**config.mk**
```make
export PLATFORM = sky130hd
export DESIGN_NAME = cascaded_interrupt_controller_core
export DESIGN_NICKNAME = d
export VERILOG_FILES = /design/src/rtl/cic_pkg.sv /design/src/rtl/cic_front.sv /design/src/rtl/cic_back.sv /design/src/rtl/cascaded_interrupt_controller_core.sv
export SDC_FILE = /design/constraint.sdc
export NUM_CORES = 1
export LEC_CHECK = 0
export BUFFER_PORTS_ARGS = -buffer_cell sky130_fd_sc_hd__buf_4
export CAP_MARGIN = 30
export CORE_ASPECT_RATIO = 1.1
export CORE_MARGIN = 2
export CORE_UTILIZATION = 31
export DETAILED_ROUTE_END_ITERATION = 8
export PLACE_DENSITY = 0.59
export SLEW_MARGIN = 15
export SYNTH_ARGS = -nofsm -noshare
export SYNTH_HDL_FRONTEND = slang
export SYNTH_HIERARCHICAL = 1
export SYNTH_SLANG_ARGS = --single-unit
```
**constraint.sdc**
```tcl
create_clock -name clk -period 3.64 [get_ports clk]
set_input_delay 0.182 -clock clk [delete_from_list [all_inputs] [get_ports clk]]
set_output_delay 0.182 -clock clk [all_outputs]
set_load 0.02 [all_outputs]
```
**src/rtl/cic_pkg.sv**
```systemverilog
`default_nettype none
package cic_pkg;

	typedef enum logic [2:0] {
		OP_PORT_WRITE = 3'd0,
		OP_PORT_READ  = 3'd1,
		OP_RAISE      = 3'd2,
		OP_LOWER      = 3'd3,
		OP_DISPATCH   = 3'd4,
		OP_SET_MASK   = 3'd5
	} cic_op_t;

	typedef struct packed {
		logic [2:0] op;
		logic       chip;
		logic       port_select;
		logic [7:0] bus_value;
		logic [3:0] line;
		logic       mask_bit;
		logic       cpu_if;
	} cic_in_t;

	typedef struct packed {
		logic [7:0] read_value;
		logic       int_taken;
		logic [7:0] int_vector;
		logic [3:0] int_line;
		logic       unsupported;
	} cic_out_t;

	localparam logic [15:0] MASK_RESET = 16'hFEF8;
	localparam logic [4:0]  NO_LINE    = 5'd16;

	// Fixed priority order 0,1,2,8..15,3..7.
	function automatic logic [3:0] prio_line(input logic [3:0] k);
		logic [3:0] r;
		begin
			if (k < 4'd3)       r = k;
			else if (k < 4'd11) r = k + 4'd5;
			else                r = k - 4'd8;
			return r;
		end
	endfunction

	function automatic logic [4:0] prio_rank(input logic [4:0] ln);
		logic [4:0] r;
		begin
			if (ln >= 5'd16)     r = 5'd16;
			else if (ln < 5'd3)  r = ln;
			else if (ln < 5'd8)  r = ln + 5'd8;
			else                 r = ln - 5'd5;
			return r;
		end
	endfunction

endpackage
`default_nettype wire

```
**src/rtl/cic_front.sv**
```systemverilog
`default_nettype none
// Accepts transactions and pushes them into a two-entry queue.
module cic_front
	import cic_pkg::*;
(
	input  wire logic    clk,
	input  wire logic    arst_n,
	input  wire logic    in_valid,
	output logic         in_stall,
	input  wire cic_in_t in_data,
	output logic         q_valid,
	input  wire logic    q_pop,
	output cic_in_t      q_data
);
	cic_in_t    mem_q [2];
	logic       wp_q, rp_q;
	logic [1:0] cnt_q;
	logic       push;

	assign in_stall = (cnt_q == 2'd2);
	assign push     = in_valid && !in_stall;
	assign q_valid  = (cnt_q != 2'd0);
	assign q_data   = mem_q[rp_q];

	always_ff @(posedge clk) begin
		if (push) mem_q[wp_q] <= in_data;
	end

	always_ff @(posedge clk or negedge arst_n) begin
		if (!arst_n) begin
			wp_q <= 1'b0; rp_q <= 1'b0; cnt_q <= 2'd0;
		end else begin
			if (push) wp_q <= ~wp_q;
			if (q_pop) rp_q <= ~rp_q;
			cnt_q <= cnt_q + {1'b0, push} - {1'b0, q_pop};
		end
	end
endmodule
`default_nettype wire

```
**src/rtl/cic_back.sv**
```systemverilog
`default_nettype none
// Executes one transaction per cycle against the controller state while its output is not stalled.
module cic_back
	import cic_pkg::*;
(
	input  wire logic    clk,
	input  wire logic    arst_n,
	input  wire logic    q_valid,
	output logic         q_pop,
	input  wire cic_in_t q_data,
	output logic         out_valid,
	input  wire logic    out_stall,
	output cic_out_t     out_data
);
	logic [15:0] req_q, msk_q, isr_q;
	logic [4:0]  vb_q [2];
	logic [4:0]  cur_q;
	logic [1:0]  step_q [2], words_q [2];
	logic [1:0]  single_q, aeoi_q, rot_q, risr_q, smm_q;
	logic        ov_q;
	cic_out_t    od_q;

	logic        go;
	cic_in_t     d;
	cic_out_t    r;
	logic [15:0] req_n, msk_n, isr_n;
	logic [4:0]  cur_n;
	logic [4:0]  vb_n [2];
	logic [1:0]  step_n [2], words_n [2];
	logic [1:0]  single_n, aeoi_n, rot_n, risr_n, smm_n;
	logic        c;
	logic [7:0]  v;
	logic [3:0]  base;
	logic [4:0]  rank, eoi_cur;
	logic [15:0] isr_eoi;
	logic        eoi_do, fnd;
	logic [3:0]  sel;
	logic [3:0]  ln;

	assign go        = q_valid && (!ov_q || !out_stall);
	assign q_pop     = go;
	assign out_valid = ov_q;
	assign out_data  = od_q;

	always_comb begin
		d = q_data;
		c = d.chip;
		v = d.bus_value;
		base = {c, 3'b000};
		req_n = req_q; msk_n = msk_q; isr_n = isr_q; cur_n = cur_q;
		vb_n = vb_q; step_n = step_q; words_n = words_q;
		single_n = single_q; aeoi_n = aeoi_q; rot_n = rot_q;
		risr_n = risr_q; smm_n = smm_q;
		r = '0;
		eoi_do = 1'b0;
		sel = 4'd0; fnd = 1'b0;
		// end-of-interrupt rescan
		isr_eoi = isr_q;
		if (cur_q < 5'd16) isr_eoi[cur_q[3:0]] = 1'b0;
		eoi_cur = NO_LINE;
		for (int k = 15; k >= 0; k--) begin
			ln = prio_line(4'(k));
			if (isr_eoi[ln]) eoi_cur = {1'b0, ln};
		end
		rank = prio_rank(cur_q);
		case (d.op)
			OP_PORT_WRITE: begin
				if (!d.port_select) begin
					if (v[4]) begin
						if ((v & 8'hEC) != 8'd0) r.unsupported = 1'b1;
						else begin
							single_n[c] = v[1];
							step_n[c] = 2'd1;
							words_n[c] = 2'd2 + {1'b0, v[0]};
						end
					end else if (v[3]) begin
						if (v[2]) r.unsupported = 1'b1;
						else begin
							if (v[1]) risr_n[c] = v[0];
							if (v[6]) smm_n[c] = v[5];
						end
					end else if (v[5]) begin
						if (v[7]) r.unsupported = 1'b1;
						else if (v[6]) eoi_do = (cur_q == {1'b0, base} + {2'b0, v[2:0]});
						else eoi_do = (cur_q < {1'b0, base} + 5'd8);
					end else if (!v[6]) rot_n[c] = v[7];
				end else begin
					case (step_q[c])
						2'd0: begin
							if (c) msk_n[15:8] = v; else msk_n[7:0] = v;
						end
						2'd1: begin
							vb_n[c] = v[7:3];
							if (step_q[c] >= words_q[c]) step_n[c] = 2'd0;
							else if (single_q[c]) step_n[c] = 2'd3;
							else step_n[c] = 2'd2;
						end
						2'd2: step_n[c] = (step_q[c] >= words_q[c]) ? 2'd0 : 2'd3;
						default: begin
							if (!v[0]) r.unsupported = 1'b1;
							else begin
								aeoi_n[c] = v[1];
								step_n[c] = (step_q[c] >= words_q[c]) ? 2'd0 : 2'd0;
							end
						end
					endcase
				end
			end
			OP_PORT_READ: begin
				if (d.port_select) r.read_value = c ? msk_q[15:8] : msk_q[7:0];
				else if (risr_q[c]) r.read_value = c ? isr_q[15:8] : isr_q[7:0];
				else begin
					r.read_value = c ? req_q[15:8] : req_q[7:0];
					if (!c && !msk_q[2] && ((req_q & ~msk_q & 16'hFF00) != 16'd0))
						r.read_value[2] = 1'b1;
				end
			end
			OP_RAISE: req_n[d.line] = 1'b1;
			OP_LOWER: req_n[d.line] = 1'b0;
			OP_SET_MASK: msk_n[d.line] = d.mask_bit;
			OP_DISPATCH: begin
				if (d.cpu_if) begin
					for (int k = 15; k >= 0; k--) begin
						ln = prio_line(4'(k));
						if (((5'(k) < rank) || smm_q[ln[3]]) && !msk_q[ln] && req_q[ln]
						    && !(ln[3] && msk_q[2])) begin
							fnd = 1'b1; sel = ln;
						end
					end
					if (fnd) begin
						if (aeoi_q[sel[3]] && rot_q[sel[3]]) r.unsupported = 1'b1;
						else begin
							req_n[sel] = 1'b0;
							r.int_taken = 1'b1;
							r.int_vector = {vb_q[sel[3]], sel[2:0]};
							r.int_line = sel;
							if (!aeoi_q[sel[3]]) begin
								cur_n = {1'b0, sel};
								isr_n[sel] = 1'b1;
							end
						end
					end
				end
			end
			default: ;
		endcase
		if (eoi_do) begin
			isr_n = isr_eoi;
			cur_n = eoi_cur;
		end
	end

	always_ff @(posedge clk) begin
		if (go) od_q <= r;
	end

	always_ff @(posedge clk or negedge arst_n) begin
		if (!arst_n) begin
			req_q <= '0; msk_q <= MASK_RESET; isr_q <= '0; cur_q <= NO_LINE;
			vb_q[0] <= 5'd1; vb_q[1] <= 5'd14;
			step_q[0] <= '0; step_q[1] <= '0; words_q[0] <= '0; words_q[1] <= '0;
			single_q <= '0; aeoi_q <= '0; rot_q <= '0; risr_q <= '0; smm_q <= '0;
			ov_q <= 1'b0;
		end else begin
			if (go) begin
				req_q <= req_n; msk_q <= msk_n; isr_q <= isr_n; cur_q <= cur_n;
				vb_q <= vb_n; step_q <= step_n; words_q <= words_n;
				single_q <= single_n; aeoi_q <= aeoi_n; rot_q <= rot_n;
				risr_q <= risr_n; smm_q <= smm_n;
			end
			if (go) ov_q <= 1'b1;
			else if (!out_stall) ov_q <= 1'b0;
		end
	end
endmodule
`default_nettype wire

```
**src/rtl/cascaded_interrupt_controller_core.sv**
```systemverilog
`default_nettype none
// Cascaded master/slave interrupt controller pair. Each transaction on the
// input channel (port write, port read, line raise or lower, mask set, or a
// dispatch attempt) yields exactly one result transaction. A front stage
// queues up to two transactions; the back stage executes one per cycle, with
// the sixteen-line priority scan and the end-of-interrupt rescan done in that
// single cycle, and holds the result in an output register. A result passes
// through the queue entry and then the output register, and the sustained
// rate is one transaction per cycle while the output is not stalled.
module cascaded_interrupt_controller_core
	import cic_pkg::*;
(
	input  wire logic    clk,
	input  wire logic    arst_n,
	input  wire logic    in_valid,
	output logic         in_stall,
	input  wire cic_in_t in_data,
	output logic         out_valid,
	input  wire logic    out_stall,
	output cic_out_t     out_data
);
	logic    q_valid, q_pop;
	cic_in_t q_data;

	cic_front u_front (
		.clk, .arst_n, .in_valid, .in_stall, .in_data,
		.q_valid, .q_pop, .q_data
	);

	cic_back u_back (
		.clk, .arst_n, .q_valid, .q_pop, .q_data,
		.out_valid, .out_stall, .out_data
	);
endmodule
`default_nettype wire

```
==> flow_metrics.py <==
metrics = {
    "sta": {
        "slew_headroom_pct": 53.18,
        "setup_viol": 0,
        "clock_skew_ps": 12.08,
        "worst_pin_slew_ps": 700.9,
        "rsz0062_at_grt": "yes",
        "period_needed_ps": 3596,
        "finalHoldViolations": 0,
        "period_share_pct": 98.79,
        "max_freq_ghz": 0.2781,
        "slew_viol_final": 0,
    },
    "cts": {
        "clkLatencyLatePin_ps": 430,
        "clock-sinks": 143,
        "htree_num_levels": 4,
        "path_clk_slew_ps": 70,
        "cts_root_buffer": "clkbuf_16",
        "cts_tree": "built",
        "cts_buffer_depth": 2,
        "numCtsBuffers": 17,
    },
    "logic_synthesis": {
        "synth-main-ff-cell": "dfrtp_1",
        "yosysUniqueCellTypes": 100,
        "synth_top_family_by_area": "compound AO/OA/AOI/OAI gates",
        "synth_warnings": 6,
        "synth_top_area_cell": "dfrtp_1",
        "synth_fp_nets": 898,
        "synthAdderAreaFrac_pct": 2.294,
        "syn_inst": 859,
        "muxShareOfSynthArea_pct": 10.67,
        "synthArstFlopShare_pct": 60.14,
        "synth-compound-area-share_pct": 19.52,
        "synth_area_leaders": "dfrtp_1 20%, edfxtp_1 20%, dfstp_2 5.1%, a21oi_1 4.4%, nand2_1 4.2%",
        "synth.cell_area_um2": 8726,
        "synth_edf_count": 57,
        "avgSynthCellArea_um2": 10.16,
        "ys_seq_elements": 143,
        "synthSimpleGateAreaFrac_pct": 16.69,
        "yosysSeqAreaShare_pct": 44.52,
        "synth_xor_area_share_pct": 1.104,
        "synth.top_cell.area_share_pct": 19.79,
    },
    "floorplanning": {
        "rows": 64,
        "ios": 47,
        "core_area_um2": 27790,
        "die_h_um": 180.0,
        "start_util_pct": 31.40,
        "dieWidth_um": 164.0,
        "dieArea_um2": 29510,
    },
    "global_route": {
        "grt_max_degree": 47,
        "overflow": 0,
        "grt_use_total_pct": 18.43,
        "grt-busiest-layer": "met2",
        "met2_usage_pct": 28.37,
        "grt_pass1_wl_mm": 41.68,
        "grt_use_met1_pct": 25.44,
        "met3_usage_pct": 3.530,
        "grt_pass1_vias": 7082,
        "antenna_found_initial": 0,
    },
    "power_and_ir_drop": {
        "leakage_nw": 4.205,
        "total_power_mw": 8.877,
        "power_density_nw_per_um2": 842.3,
        "peakVddDrop_mv": 0.5268,
    },
    "setup_path": {
        "cp.required_ps": 3980,
        "crit_type": "reg2reg",
        "cp_cell_sequence": "inv_2, ha_4, or3_4, a2111o_1, a41oi_1, nor3_1, o32a_1, o2111a_1, buf_4, nor4_4, a41oi_2, a31oi_1",
        "crit_path_start_kind": "register",
        "slowest_stage": "dfstp_2",
        "crit_path_max_incr_delay_ps": 540,
        "cp.arrival_ps": 3940,
        "endpoint_kind": "register",
        "critPathMaxFanout": 15,
    },
    "route": {
        "antenna_left": 0,
        "avgRoutedWirePerCell_um": 20.47,
        "num_vias": 7475,
        "drc": 0,
        "first_iter_violations": 603,
        "drt_pre_antenna_iters": 6,
        "viasPerCell": 5.654,
        "drt-total-wl_mm": 27.07,
    },
    "placement": {
        "gp_routability_congestion": 0.9510,
        "place_inst": 1263,
        "portBuffers": 46,
        "post-dp-hpwl_mm": 20.47,
    },
    "layout": {
        "antenna_cells": 0,
        "final_nets": 985,
        "final_cell_mix": "97 x buf_4, 97 x nand2_1, 76 x a21oi_1",
        "area_delta_synth_final_pct": 20.78,
        "final_layout_size_suffix_gt1_share_pct": 25.23,
        "fin_cells": 1322,
    },
    "outcome": {
        "outcome": "complete, no violations",
    },
    "hold_path": {
        "hold_path_class": "in2reg",
    },
    "job": {
        "drv_cap": 0,
    },
}
routing by layer:
metal  wire (um)  up-vias
met5           0        -
met3        1875       60
met2       12120      297
met4         925        0
li1            -     3426
met1       12140     3692
worst paths after layout:
check / start / endpoint / slack [ps] / depth (start not counted)
worst max register to register: u_back/cur_q[4] / u_back/isr_q[12] / 40 / 12
worst min register to register: u_back/words_q[1] / u_back/words_q[1] / 470 / 1
worst min-delay path: in_valid / u_front/wp_q / 100 / 3
max in group asynchronous: arst_n / u_back/msk_q[7] / 2740 / 3
worst max-delay path: u_back/cur_q[4] / u_back/isr_q[12] / 40 / 12
min in group asynchronous: arst_n / u_back/cur_q[0] / 240 / 2
registers in the layout, summed over array words and instances, names as in the netlist:
signal and cells:
u_back/req_q 16, u_back/smm_q 2, u_back/out_data 19, u_back/rot_q 2
u_front/wp_q 1, u_back/step_q 4, u_back/msk_q 16, u_front/mem_q 38
u_front/rp_q 1, u_front/cnt_q 2, u_back/risr_q 2, u_back/aeoi_q 2
u_back/words_q 4, u_back/isr_q 16, u_back/single_q 2, u_back/vb_q 10
u_back/out_valid 1, u_back/cur_q 5
Yosys cell counts, types with 18 or more instances:
| master | count |
|---|---|
| o22ai_1 | 27 |
| a31oi_1 | 22 |
| inv_1 | 26 |
| mux2_4 | 22 |
| clkbuf_1 | 25 |
| dfrtp_1 | 69 |
| a21oi_1 | 76 |
| edfxtp_1 | 57 |
| nor3_1 | 28 |
| o21ai_0 | 28 |
| nand2b_1 | 18 |
| mux2_2 | 22 |
| nand2_1 | 97 |
| nand3_1 | 20 |
| nor2_1 | 30 |
| mux2i_1 | 33 |
what timing repair did:
action | 4_1_cts | 5_1_grt
endpoints found under the hold margin | 63 | 0
resized for setup | 1 | 11
buffers inserted | 0 | 4
pin swaps | 0 | 8
hold buffers | 21 | 0
endpoints found under the setup margin | 2 | 32
where the power goes:
group,internal (mW),switching (mW)
Combinational,1.79,2.70
Clock,1.09,0.728
Sequential,2.19,0.379
critical path, delay by kind of cell (launching register included):
kind                     cells  cell delay (ps)
buffers and inverters        2              240
flip-flops                   1              540
AND/OR/NAND/NOR              3              870
adder cells (fa/ha/maj)      1              210
AO/OA/AOI/OAI                6             1630
kinds of logic after synthesis:
group           after synthesis
flops                       143
simple gates                278
mux                          78
fa+ha+maj                    16
compound gates              252
xor+xnor                     11
buf+inv                      81
stage by stage:
| stage | setup TNS [ps] | hold WS [ps] | area, um2 | setup slack [ps] | util [%] |
|---|---|---|---|---|---|
| final | 0 | 98.61 | 10540 | 43.98 | 37.93 |
| after global routing | -21.71 | 127.2 | 10540 | -12.61 | 37.93 |
| after CTS | 0 | 82.41 | 10420 | 32.37 | 37.49 |
| after detailed placement | -42.15 | 152.3 | 9587 | -42.15 | 34.50 |
| after global placement | 0 | 369.5 | 9559 | 7.704 | 34.40 |
| after floorplan | 0 | -113.6 | 8746 | 4.546 | - |
final cells by class:
type                    instances  area [um2]
fillers                      2750       17250
well taps                     363       454.2
repair buffers                123        1032
flip-flops and latches        143        3885
multi-input cells             635        4459
clock inverters                14       181.4
clock buffers                  18       429.2
inverters                      26       97.59
Power figures use the tool's default switching activity.
